## src/rtl/core/adsr_pkg.sv

```systemverilog
// Shared types and constants of the ADSR envelope and VCA core.
package adsr_pkg;

  localparam int unsigned TickW  = 24;
  localparam int unsigned LevelW = 17;
  localparam int unsigned TimeW  = 32;
  localparam int unsigned SampW  = 16;
  localparam int unsigned QuotW  = 17;
  localparam int unsigned NumW   = QuotW + TickW;
  localparam int unsigned MulAW  = LevelW + 1;
  localparam int unsigned MulBW  = TickW + 1;
  localparam int unsigned ProdW  = MulAW + MulBW;
  localparam int unsigned CntW   = 5;

  localparam int unsigned CfgIdxW  = 2;
  localparam int unsigned CfgDataW = 24;
  localparam int unsigned InDataW  = 56;
  localparam int unsigned OutDataW = 40;

  localparam logic [LevelW-1:0] LevelOne = 17'h10000;

  localparam logic [TickW-1:0]  AttackRst  = 24'd4800;
  localparam logic [TickW-1:0]  DecayRst   = 24'd4800;
  localparam logic [LevelW-1:0] SustainRst = 17'd45875;
  localparam logic [TickW-1:0]  ReleaseRst = 24'd14400;

  typedef enum logic [CfgIdxW-1:0] {
    CFG_ATTACK  = 2'd0,
    CFG_DECAY   = 2'd1,
    CFG_SUSTAIN = 2'd2,
    CFG_RELEASE = 2'd3
  } cfg_idx_e;

  typedef enum logic [2:0] {
    PH_IDLE    = 3'd0,
    PH_ATTACK  = 3'd1,
    PH_DECAY   = 3'd2,
    PH_SUSTAIN = 3'd3,
    PH_RELEASE = 3'd4
  } phase_e;

endpackage

```

## src/rtl/core/adsr_envelope_vca_core.sv

```systemverilog
// Linear ADSR envelope generator with a VCA multiply, built on a shared divider and multiplier.
//
// Usage: one item per audio sample enters on the s_axis channel; it carries the gate level,
// the time stamp in ticks and the signed sample (tdata), plus the invalid-sample flag (tuser).
// One result leaves on the m_axis channel for every item: the scaled sample and the envelope
// level after this step. The user writes envelope times and the sustain level on the cfg port
// only while idle, not enforced by the block; index 0 attack, 1 decay, 2 sustain, 3 release.
// Sequence: a decay or release step passes through phase bookkeeping, one multiply for the
// numerator, the 17 steps of the restoring divider (one quotient bit per cycle), one VCA
// multiply, a rounding step and the load of the output register, on which m_axis_tvalid
// rises. An attack step skips the numerator multiply, a step that needs no division skips
// the multiply and the divider, and an invalid sample goes straight to the output register.
// Flow: one item at a time; s_axis_tready is high only while the sequencer is idle, so a new
// item is taken only after the last result has been passed to the output register.
// The 17-step divider is the longest part of the sequence.
// The output register holds a finished result; the next item is taken while it waits.
// If the receiver stalls, the sequencer holds the following result until the register is
// free. Reset clears the envelope state and loads the default register values.
module adsr_envelope_vca_core
  import adsr_pkg::*;
(
  input  logic                clk_i,
  input  logic                rst_ni,
  input  logic                cfg_we_i,
  input  logic [CfgIdxW-1:0]  cfg_idx_i,
  input  logic [CfgDataW-1:0] cfg_data_i,
  input  logic                s_axis_tvalid,
  output logic                s_axis_tready,
  // gate [0], time_tick [32:1], sample_in [48:33], zero pad
  input  logic [InDataW-1:0]  s_axis_tdata,
  // sample_invalid [0]
  input  logic                s_axis_tuser,
  output logic                m_axis_tvalid,
  input  logic                m_axis_tready,
  // sample_out [15:0], level [32:16], zero pad
  output logic [OutDataW-1:0] m_axis_tdata
);

  localparam logic [2:0] ST_IDLE = 3'd0;
  localparam logic [2:0] ST_PREP = 3'd1;
  localparam logic [2:0] ST_MUL  = 3'd2;
  localparam logic [2:0] ST_DIV  = 3'd3;
  localparam logic [2:0] ST_VCA  = 3'd4;
  localparam logic [2:0] ST_RND  = 3'd5;
  localparam logic [2:0] ST_FIN  = 3'd6;

  localparam logic [CntW-1:0] DivLast = CntW'(QuotW - 1);

  // Control state
  logic [2:0]        state_q, state_d;
  phase_e            phase_q, phase_d;
  logic [LevelW-1:0] env_q, env_d;
  logic [LevelW-1:0] cap_q, cap_d;
  logic              gate_seen_q, gate_seen_d;
  logic [TimeW-1:0]  start_q, start_d;
  logic [TimeW-1:0]  stop_q, stop_d;
  logic [TickW-1:0]  attack_q, decay_q, release_q;
  logic [LevelW-1:0] sustain_q;
  logic [CntW-1:0]   cnt_q, cnt_d;
  logic              mvalid_q, mvalid_d;

  // Payload
  logic              gate_q, gate_d;
  logic [TimeW-1:0]  time_q, time_d;
  logic [SampW-1:0]  samp_q, samp_d;
  logic [LevelW-1:0] opa_q, opa_d;
  logic [TickW-1:0]  opb_q, opb_d;
  logic [TickW-1:0]  den_q, den_d;
  logic              sub_q, sub_d;
  logic [TickW-1:0]  rem_q, rem_d;
  logic [QuotW-1:0]  nlo_q, nlo_d;
  logic [QuotW-1:0]  quot_q, quot_d;
  logic [ProdW-1:0]  prod_q, prod_d;
  logic [SampW-1:0]  res_samp_q, res_samp_d;
  logic [LevelW-1:0] res_lvl_q, res_lvl_d;
  logic [SampW-1:0]  out_samp_q, out_samp_d;
  logic [LevelW-1:0] out_lvl_q, out_lvl_d;

  logic              in_xfer, out_free;
  logic [LevelW-1:0] sus_sat;
  logic              rise, fall;
  phase_e            ph_eff;
  logic [TimeW-1:0]  start_eff, stop_eff;
  logic [LevelW-1:0] cap_eff;
  logic [TimeW-1:0]  d_att, d_rel, e_dec;
  logic              att_run, dec_run, rel_run;
  logic [NumW-1:0]   att_num;
  logic signed [MulAW-1:0] mul_a;
  logic signed [MulBW-1:0] mul_b;
  logic signed [ProdW-1:0] mul_p;
  logic [TickW:0]    rem2, diff;
  logic              ge;
  logic [QuotW-1:0]  q_fin;
  logic [ProdW-1:0]  rounded;

  assign s_axis_tready = (state_q == ST_IDLE);
  assign in_xfer       = s_axis_tvalid && s_axis_tready;
  assign out_free      = !mvalid_q || m_axis_tready;
  assign m_axis_tvalid = mvalid_q;
  assign m_axis_tdata  = {{(OutDataW - SampW - LevelW){1'b0}}, out_lvl_q, out_samp_q};

  assign sus_sat = (sustain_q > LevelOne) ? LevelOne : sustain_q;

  // Gate edges and the time checks of each phase.
  assign rise      = gate_q && !gate_seen_q;
  assign fall      = !gate_q && gate_seen_q;
  assign ph_eff    = rise ? PH_ATTACK : (fall ? PH_RELEASE : phase_q);
  assign start_eff = rise ? time_q : start_q;
  assign stop_eff  = fall ? time_q : stop_q;
  assign cap_eff   = fall ? env_q : cap_q;
  assign d_att     = time_q - start_eff;
  assign d_rel     = time_q - stop_eff;
  assign att_run   = d_att < {{(TimeW - TickW){1'b0}}, attack_q};
  assign e_dec     = att_run ? '0 : d_att - {{(TimeW - TickW){1'b0}}, attack_q};
  assign dec_run   = e_dec < {{(TimeW - TickW){1'b0}}, decay_q};
  assign rel_run   = d_rel < {{(TimeW - TickW){1'b0}}, release_q};
  assign att_num   = {1'b0, d_att[TickW-1:0], 16'b0};

  // The one multiplier: numerator products, then the sample scaling.
  always_comb begin
    if (state_q == ST_MUL) begin
      mul_a = $signed({1'b0, opa_q});
      mul_b = $signed({1'b0, opb_q});
    end else begin
      mul_a = $signed({1'b0, env_q});
      mul_b = $signed({{(MulBW - SampW){samp_q[SampW-1]}}, samp_q});
    end
  end
  assign mul_p = mul_a * mul_b;

  // Restoring divider step, one quotient bit per cycle.
  assign rem2  = {rem_q, nlo_q[QuotW-1]};
  assign diff  = rem2 - {1'b0, den_q};
  assign ge    = rem2 >= {1'b0, den_q};
  assign q_fin = {quot_q[QuotW-2:0], ge};

  assign rounded = prod_q + ProdW'(32768);

  always_comb begin
    state_d     = state_q;
    phase_d     = phase_q;
    env_d       = env_q;
    cap_d       = cap_q;
    gate_seen_d = gate_seen_q;
    start_d     = start_q;
    stop_d      = stop_q;
    cnt_d       = cnt_q;
    mvalid_d    = mvalid_q && !m_axis_tready;
    gate_d      = gate_q;
    time_d      = time_q;
    samp_d      = samp_q;
    opa_d       = opa_q;
    opb_d       = opb_q;
    den_d       = den_q;
    sub_d       = sub_q;
    rem_d       = rem_q;
    nlo_d       = nlo_q;
    quot_d      = quot_q;
    prod_d      = prod_q;
    res_samp_d  = res_samp_q;
    res_lvl_d   = res_lvl_q;
    out_samp_d  = out_samp_q;
    out_lvl_d   = out_lvl_q;

    unique case (state_q)
      ST_IDLE: begin
        if (in_xfer) begin
          gate_d = s_axis_tdata[0];
          time_d = s_axis_tdata[TimeW:1];
          samp_d = s_axis_tdata[TimeW+SampW:TimeW+1];
          if (s_axis_tuser) begin
            res_samp_d = '0;
            res_lvl_d  = env_q;
            state_d    = ST_FIN;
          end else begin
            state_d = ST_PREP;
          end
        end
      end
      ST_PREP: begin
        gate_seen_d = gate_q;
        start_d     = start_eff;
        stop_d      = stop_eff;
        cap_d       = cap_eff;
        state_d     = ST_VCA;
        case (ph_eff)
          PH_ATTACK: begin
            if (att_run) begin
              phase_d = PH_ATTACK;
              rem_d   = att_num[NumW-1:QuotW];
              nlo_d   = att_num[QuotW-1:0];
              den_d   = attack_q;
              sub_d   = 1'b0;
              cnt_d   = '0;
              state_d = ST_DIV;
            end else begin
              // Attack just ended: the level is held for this sample.
              phase_d = PH_DECAY;
            end
          end
          PH_DECAY: begin
            if (dec_run) begin
              phase_d = PH_DECAY;
              opa_d   = LevelOne - sus_sat;
              opb_d   = e_dec[TickW-1:0];
              den_d   = decay_q;
              sub_d   = 1'b1;
              state_d = ST_MUL;
            end else begin
              phase_d = PH_SUSTAIN;
              env_d   = sus_sat;
            end
          end
          PH_SUSTAIN: begin
            phase_d = PH_SUSTAIN;
            env_d   = sus_sat;
          end
          PH_RELEASE: begin
            if (rel_run) begin
              phase_d = PH_RELEASE;
              opa_d   = cap_eff;
              opb_d   = release_q - d_rel[TickW-1:0];
              den_d   = release_q;
              sub_d   = 1'b0;
              state_d = ST_MUL;
            end else begin
              phase_d = PH_IDLE;
              env_d   = '0;
            end
          end
          default: begin
            phase_d = PH_IDLE;
            env_d   = '0;
          end
        endcase
      end
      ST_MUL: begin
        rem_d   = mul_p[NumW-1:QuotW];
        nlo_d   = mul_p[QuotW-1:0];
        cnt_d   = '0;
        state_d = ST_DIV;
      end
      ST_DIV: begin
        rem_d  = ge ? diff[TickW-1:0] : rem2[TickW-1:0];
        nlo_d  = {nlo_q[QuotW-2:0], 1'b0};
        quot_d = q_fin;
        cnt_d  = cnt_q + CntW'(1);
        if (cnt_q == DivLast) begin
          env_d   = sub_q ? LevelOne - q_fin : q_fin;
          state_d = ST_VCA;
        end
      end
      ST_VCA: begin
        prod_d  = mul_p;
        state_d = ST_RND;
      end
      ST_RND: begin
        res_samp_d = rounded[31:16];
        res_lvl_d  = env_q;
        state_d    = ST_FIN;
      end
      ST_FIN: begin
        if (out_free) begin
          out_samp_d = res_samp_q;
          out_lvl_d  = res_lvl_q;
          mvalid_d   = 1'b1;
          state_d    = ST_IDLE;
        end
      end
      default: state_d = ST_IDLE;
    endcase
  end

  always_ff @(posedge clk_i or negedge rst_ni) begin
    if (!rst_ni) begin
      state_q     <= ST_IDLE;
      phase_q     <= PH_IDLE;
      env_q       <= '0;
      cap_q       <= '0;
      gate_seen_q <= 1'b0;
      start_q     <= '0;
      stop_q      <= '0;
      cnt_q       <= '0;
      mvalid_q    <= 1'b0;
      attack_q    <= AttackRst;
      decay_q     <= DecayRst;
      sustain_q   <= SustainRst;
      release_q   <= ReleaseRst;
    end else begin
      state_q     <= state_d;
      phase_q     <= phase_d;
      env_q       <= env_d;
      cap_q       <= cap_d;
      gate_seen_q <= gate_seen_d;
      start_q     <= start_d;
      stop_q      <= stop_d;
      cnt_q       <= cnt_d;
      mvalid_q    <= mvalid_d;
      if (cfg_we_i) begin
        unique case (cfg_idx_e'(cfg_idx_i))
          CFG_ATTACK:  attack_q  <= cfg_data_i;
          CFG_DECAY:   decay_q   <= cfg_data_i;
          CFG_SUSTAIN: sustain_q <= cfg_data_i[LevelW-1:0];
          CFG_RELEASE: release_q <= cfg_data_i;
          default: ;
        endcase
      end
    end
  end

  always_ff @(posedge clk_i) begin
    gate_q     <= gate_d;
    time_q     <= time_d;
    samp_q     <= samp_d;
    opa_q      <= opa_d;
    opb_q      <= opb_d;
    den_q      <= den_d;
    sub_q      <= sub_d;
    rem_q      <= rem_d;
    nlo_q      <= nlo_d;
    quot_q     <= quot_d;
    prod_q     <= prod_d;
    res_samp_q <= res_samp_d;
    res_lvl_q  <= res_lvl_d;
    out_samp_q <= out_samp_d;
    out_lvl_q  <= out_lvl_d;
  end

  // The envelope never exceeds full scale.
  assert property (@(posedge clk_i) disable iff (!rst_ni) env_q <= LevelOne)
    else $error("envelope level above full scale");

  // The divider never runs past its last quotient bit.
  assert property (@(posedge clk_i) disable iff (!rst_ni)
    (state_q == ST_DIV) |-> (cnt_q <= DivLast))
    else $error("divider step count out of range");

  // An invalid sample leaves the envelope state alone.
  assert property (@(posedge clk_i) disable iff (!rst_ni)
    (in_xfer && s_axis_tuser) |=> ($stable(phase_q) && $stable(env_q) && $stable(gate_seen_q)))
    else $error("invalid sample changed envelope state");

  // The reported level is the envelope level at the time the result is loaded.
  assert property (@(posedge clk_i) disable iff (!rst_ni)
    (state_q == ST_FIN && out_free) |-> (res_lvl_q == env_q))
    else $error("reported level differs from envelope");

  // A new item is taken only when the sequencer is idle.
  assert property (@(posedge clk_i) disable iff (!rst_ni)
    in_xfer |=> (state_q == ST_PREP || state_q == ST_FIN))
    else $error("item accepted outside idle");

endmodule
```

## config.mk

```make
export PLATFORM = sky130hd
export DESIGN_NAME = adsr_envelope_vca_core
export DESIGN_NICKNAME = d
export VERILOG_FILES = /design/src/rtl/core/adsr_pkg.sv /design/src/rtl/core/adsr_envelope_vca_core.sv
export SDC_FILE = /design/constraint.sdc
export NUM_CORES = 2
export LEC_CHECK = 0
export ABC_AREA = 1
export BUFFER_PORTS_ARGS = -buffer_cell sky130_fd_sc_hd__buf_2
export CORE_MARGIN = 4
export CORE_UTILIZATION = 45
export CTS_CLUSTER_DIAMETER = 200
export DETAILED_ROUTE_END_ITERATION = 12
export GPL_TIMING_DRIVEN = 1
export PLACE_DENSITY = 0.63
export SLEW_MARGIN = 20
export SYNTH_ARGS = -nofsm -noshare
export SYNTH_HDL_FRONTEND = slang
export SYNTH_SLANG_ARGS = --single-unit
export TNS_END_PERCENT = 5
```

## constraint.sdc

```tcl
create_clock -name clk_i -period 14.8 [get_ports clk_i]
set_input_delay 2.22 -clock clk_i [delete_from_list [all_inputs] [get_ports clk_i]]
set_output_delay 2.22 -clock clk_i [all_outputs]
set_load 0.01 [all_outputs]
```

# After elaboration in Yosys (flattened, before gate mapping)
# Cells that the tools add are included.
[op_classes]
addsub = 9
n_mul = 1
order_cmp = 5
eq_ne = 26
muxes = 60
n_reduce_logical = 28
[ops]
columns = ["operator", "n"]
rows = [
  ["two-way mux 17 bit", 13],
  ["two-way mux 24 bit", 8],
  ["case mux 24 bit (3 select lines)", 2],
  ["case mux 17 bit (2 select lines)", 3],
  ["< comparator 32 x 24 -> 1 bit", 3],
  ["two-way mux 32 bit", 3],
  ["case mux 17 bit (4 select lines)", 1],
  ["subtractor 32 bit", 2],
  ["case mux 17 bit (3 select lines)", 1],
  ["case mux 24 bit (2 select lines)", 1],
  ["subtractor 24 bit", 2],
  ["multiplier 18 x 25 -> 41 bit", 1],
  ["subtractor 17 bit, first input constant", 2],
  ["adder 32 x 16 -> 32 bit, second input constant", 1],
  ["two-way mux 16 bit", 2],
  ["case mux 16 bit (2 select lines)", 1],
  ["subtractor 32 x 24 -> 32 bit", 1],
  ["two-way mux 3 bit", 10],
  ["greater-or-equal comparator 25 x 24 -> 1 bit", 1],
  ["two-way mux 25 bit", 1],
  ["case mux 3 bit (7 select lines)", 1],
  ["greater-than comparator 17 bit, second input constant", 1],
  ["case mux 5 bit (3 select lines)", 1],
  ["!= test 2 bit, second input constant", 7],
  ["other kinds (26)", 60],
]
[word_totals]
register_bits = 470
input_bits = 88
output_inout_bits = 42

# Longest topological paths before layout
[logic_depth]
ltp_word = 10
depth_mapped = 51
depth_no_buf = 47

# Least setup slack after synthesis
# No wires, ideal clock.
[synth_timing]
kind = "flip-flop to flip-flop"
from = "reg state_q[2]"
to = "reg rem_q[20], data pin"
setup_time_ns = 0.269
arrival_ns = 7.746
t_required_ns = 14.531
slack_ns = 6.784
stages_incl_launch_ff = 38
n_path_buf = 4
cell_sequence = "dfrtp_1 -> clkbuf_1 -> nor2_1 -> inv_1 -> nor2_1 -> clkinv_1 -> clkbuf_1 -> clkbuf_1 -> o21ai_1 -> clkbuf_1 -> nand2_1 -> fa_1 -> inv_1 -> fa_1 -> inv_1 -> fa_1 -> fa_1 -> inv_1 -> (+2 left out) -> ha_1 -> nand2_1 -> o21ai_0 -> inv_1 -> a21oi_1 -> a211o_1 -> a21oi_1 -> o21bai_1 -> a31oi_1 -> o21ai_0 -> a21boi_0 -> o21ai_0 -> a21oi_1 -> nand2_1 -> nand2_1 -> nor2_1 -> nor2_1 -> o21ai_0"
[synth_between]
elab_chain_cells = 4
word_cells_on_any_way = 7
classes_between = "1 x mul; 3 x eq/ne; 3 x mux"
[synth_lines]
columns = ["item", "line", "rtl"]
rows = [
  ["start: declaration", "adsr_envelope_vca_core.sv:50", "logic [2:0] state_q, state_d;"],
  ["start signal: assignment", "adsr_envelope_vca_core.sv:290", "state_q <= state_d;"],
  ["equality test 3 x 2 -> 1 bit", "adsr_envelope_vca_core.sv:121, adsr_envelope_vca_core.sv:165", ""],
  ["two-way mux 17 bit / two-way mux 25 bit (equally long branches)", "adsr_envelope_vca_core.sv:121", "if (state_q == ST_MUL) begin"],
  ["multiplier 18 x 25 -> 41 bit", "adsr_envelope_vca_core.sv:129", "assign mul_p = mul_a * mul_b;"],
  ["case mux 24 bit (3 select lines) *", "adsr_envelope_vca_core.sv:165", "unique case (state_q)"],
  ["net rem_d[20]", "adsr_envelope_vca_core.sv:70", "logic [TickW-1:0] rem_q, rem_d;"],
  ["end signal: assignment", "adsr_envelope_vca_core.sv:319", "rem_q <= rem_d;"],
  ["end: declaration", "adsr_envelope_vca_core.sv:70", ""],
]
# Mark *: on every way through the listed nets, which the timed path passes. The rest lies on a longest branch.
# A chain may end at the register's enable or synchronous reset.

# Worst setup path in the final report
# Ends and elaborated chain as after synthesis.

==> impl_metrics.py <==
metrics = {
    "logic_synthesis": {
        "yosysSeqAreaShare_pct": 29.9,
        "synth_edf_count": 255,
        "syn_area_mm2": 0.0424,
        "synth-warning-count": 0,
        "synth_top_area_share_pct": 19.3,
        "synthCells": 5070,
        "synth.avg_cell_area_um2": 8.36,
        "synth_top_cell_by_area": "fa_1",
        "ys_ff_latch": 455,
        "synthFlopType": "edfxtp_1",
        "synthTopCellsByArea": "fa_1, edfxtp_1, dfrtp_1",
        "synthArstFlopShare_pct": 44.0,
        "synth_cell_types": 69,
    },
    "global_route": {
        "grt_pass1_vias": 34277,
        "grt_usage_pct": 25.0,
        "grt_start_max_net_pins": 99,
        "overflow": 0,
        "grt_antenna_before_repair": 1,
        "grt_pass1_wl_um": 192000,
    },
    "clock_network": {
        "cts_resized": 0,
        "cts.sinks": 455,
        "cts-hold-fix-buffers": 0,
        "cts_buffers": 54,
        "clock_latency_ns": 0.65,
        "cts_root_buf": "clkbuf_16",
        "htreeDepth": 2,
        "cts_tree": "yes",
        "clk_path_buf_depth": 3,
        "clkTransAtPathRegs_ns": 0.07,
        "post_cts_buffers": 0,
    },
    "sta": {
        "worst_pin_slew_ns": 1.12,
        "min_period_over_period_pct": 69.9,
        "setup_tns_ns": 0,
        "max_freq_mhz": 96.6,
        "rsz0062_at_grt": "no",
        "skew_ns": 0.0341,
        "finalMaxSlewViolations": 0,
        "post-route-worst-setup-slack_ns": 4.45,
        "setup_viol": 0,
        "finalHoldViolCount": 0,
        "relSlewSlack_pct": 25.6,
        "fin_crit_ns": 10.35,
    },
    "run": {
        "maxCapViolCount": 0,
    },
    "worst_setup_path": {
        "critPathTopFamily": "adder cells",
        "crit_buf_inv": 11,
        "cpMostUsedCell": "inv_1",
        "worst_setup_path_start_kind": "register",
        "crit_type": "reg -> reg",
        "r2r-end": "rem_q[20]",
        "end_kind": "register",
        "r2r_setup_slack_ns": 4.45,
        "cp.arrival_ns": 10.74,
        "reg2reg_depth": 37,
        "rr_startpoint": "state_q[2]",
        "worstPathRequired_ns": 15.19,
        "critPathSlowestCell": "inv_1",
        "slowest_delay_ns": 0.87,
        "worst-path-max-fanout": 63,
    },
    "drt": {
        "wl_per_cell_um": 19.1,
        "drt-initial-drc-count": 2677,
        "route.detailed.drc": 0,
        "firstDrtPassIters": 5,
        "postRouteAntennaNets": 0,
        "wirelength_um": 123000,
        "vias_per_cell": 5.29,
        "dr_total_vias": 34085,
    },
    "floorplanning": {
        "core_mm2": 0.0933,
        "dieArea_mm2": 0.0991,
        "die_h_um": 315,
        "ioPinCount": 130,
        "fp.dieW_um": 315,
        "row_count": 112,
        "start_util_pct": 45.4,
    },
    "cells_and_area": {
        "antenna_cells": 0,
        "fin_nets": 5921,
        "syn_to_final_growth_pct": 9.38,
        "drive_above_1_share_pct": 7.84,
    },
    "placement": {
        "port_buffers": 115,
        "hpwlAfterDp_um": 97000,
        "dp_slack_ns": 4.60,
        "gp_congestion": 0.940,
    },
    "worst_hold_path": {
        "hp-start": "res_samp_q[10]",
        "min_path_type": "reg -> reg",
        "whs_path_depth": 0,
        "hold-path-endpoint": "out_samp_q[10]",
    },
    "run_status": {
        "status": "complete, no violations",
    },
}
[metal layers]
layer	up-vias	GRT usage [%]	wire (um)	share of wire (%)
li1	16275	-	-	-
met1	16510	32.6	50700	41
met2	1052	42.4	58900	48
met3	246	3.27	7720	6.3
met4	2	9.94	5730	4.7
met5	-	0	13	0.011
[synthesized netlist by cell type, types with 38 or more instances]
cell,number
a21oi_1,265
clkbuf_1,143
dfrtp_1,179
edfxtp_1,255
fa_1,408
ha_1,281
inv_1,956
nand2_1,1066
nand3_1,120
nor2_1,375
nor3_1,38
o21ai_0,416
xnor2_1,58
xor2_1,95
[kinds of logic (layout without fill, tap and decap cells)]
group           after synthesis  after routing  synth area share, %
xor+xnor                    153            153                 3.16
simple gates               1732           1732                 17.0
other cells                   1              7              0.00885
fa+ha+maj                   689            689                 27.6
buf+inv                    1129           1243                 10.1
flops                       455            455                 29.9
compound gates              897            897                 11.8
mux                          14             14                0.372
[cells in the final DEF (no fill, tap or decap), drive strengths merged, types with 6 or more instances in the layout]
cell | netlist | final
a211oi | 8 | 8
a21o | 12 | 12
a21oi | 266 | 266
a22o | 6 | 6
a31oi | 20 | 20
buf | 16 | 170
bufinv | 0 | 7
clkbuf | 143 | 67
clkinv | 6 | 22
conb | 1 | 7
dfrtp | 179 | 179
dfstp | 21 | 21
edfxtp | 255 | 255
fa | 408 | 408
ha | 281 | 281
inv | 964 | 974
mux2 | 14 | 14
nand2 | 1097 | 1097
nand3 | 130 | 130
nand3b | 8 | 8
nand4 | 28 | 28
nor2 | 383 | 383
nor3 | 40 | 40
nor4 | 14 | 14
o211ai | 34 | 34
o21a | 14 | 14
o21ai | 440 | 440
o21bai | 12 | 12
o221ai | 30 | 30
o22ai | 20 | 20
or2 | 22 | 22
xnor2 | 58 | 58
xor2 | 95 | 95
[per-stage QoR]
step                hold WS [ns]  std cells  util (%)  instance area (um^2)
floorplan                  0.400       5076         -                 42400
global placement           0.404       6342      47.6                 44400
detailed placement         0.405       6342      47.6                 44400
CTS                        0.419       6444      49.7                 46400
global route               0.424       6444      49.7                 46400
finish                     0.418       6444      49.7                 46400
[flip-flops by register name, summed over array words and instances (netlist names), 16 cells and up]
name        count
res_samp_q     16
nlo_q          17
time_q         32
env_q          17
decay_q        24
release_q      24
quot_q         16
opb_q          24
out_lvl_q      17
attack_q       24
stop_q         32
den_q          24
start_q        32
rem_q          24
opa_q          17
samp_q         16
out_samp_q     16
res_lvl_q      17
sustain_q      17
cap_q          17
prod_q         17
[final cells by class]
class,instances,area (um^2)
Clock inverter,36,450
Timing Repair Buffer,171,1000
Clock buffer,66,1470
Sequential cell,455,12700
Fill cell,8996,47000
Multi-Input combinational cell,3492,25500
Inverter,970,3640
Tap cell,1254,1570
[worst max-delay path by stage]
stage                     cells after the start  slack, ns        from   endpoint
after global routing                         37       3.88  state_q[2]  rem_q[20]
after detailed placement                     37       4.60  state_q[2]  rem_q[20]
after floorplan                              37       6.78  state_q[2]  rem_q[20]
final                                        37       4.45  state_q[2]  rem_q[20]
after CTS                                    37       4.57  state_q[2]  rem_q[20]
after global placement                       37       4.63  state_q[2]  rem_q[20]
Power is not shown: default switching activity piles up to over one toggle a cycle in this logic, so the estimate is an artifact.
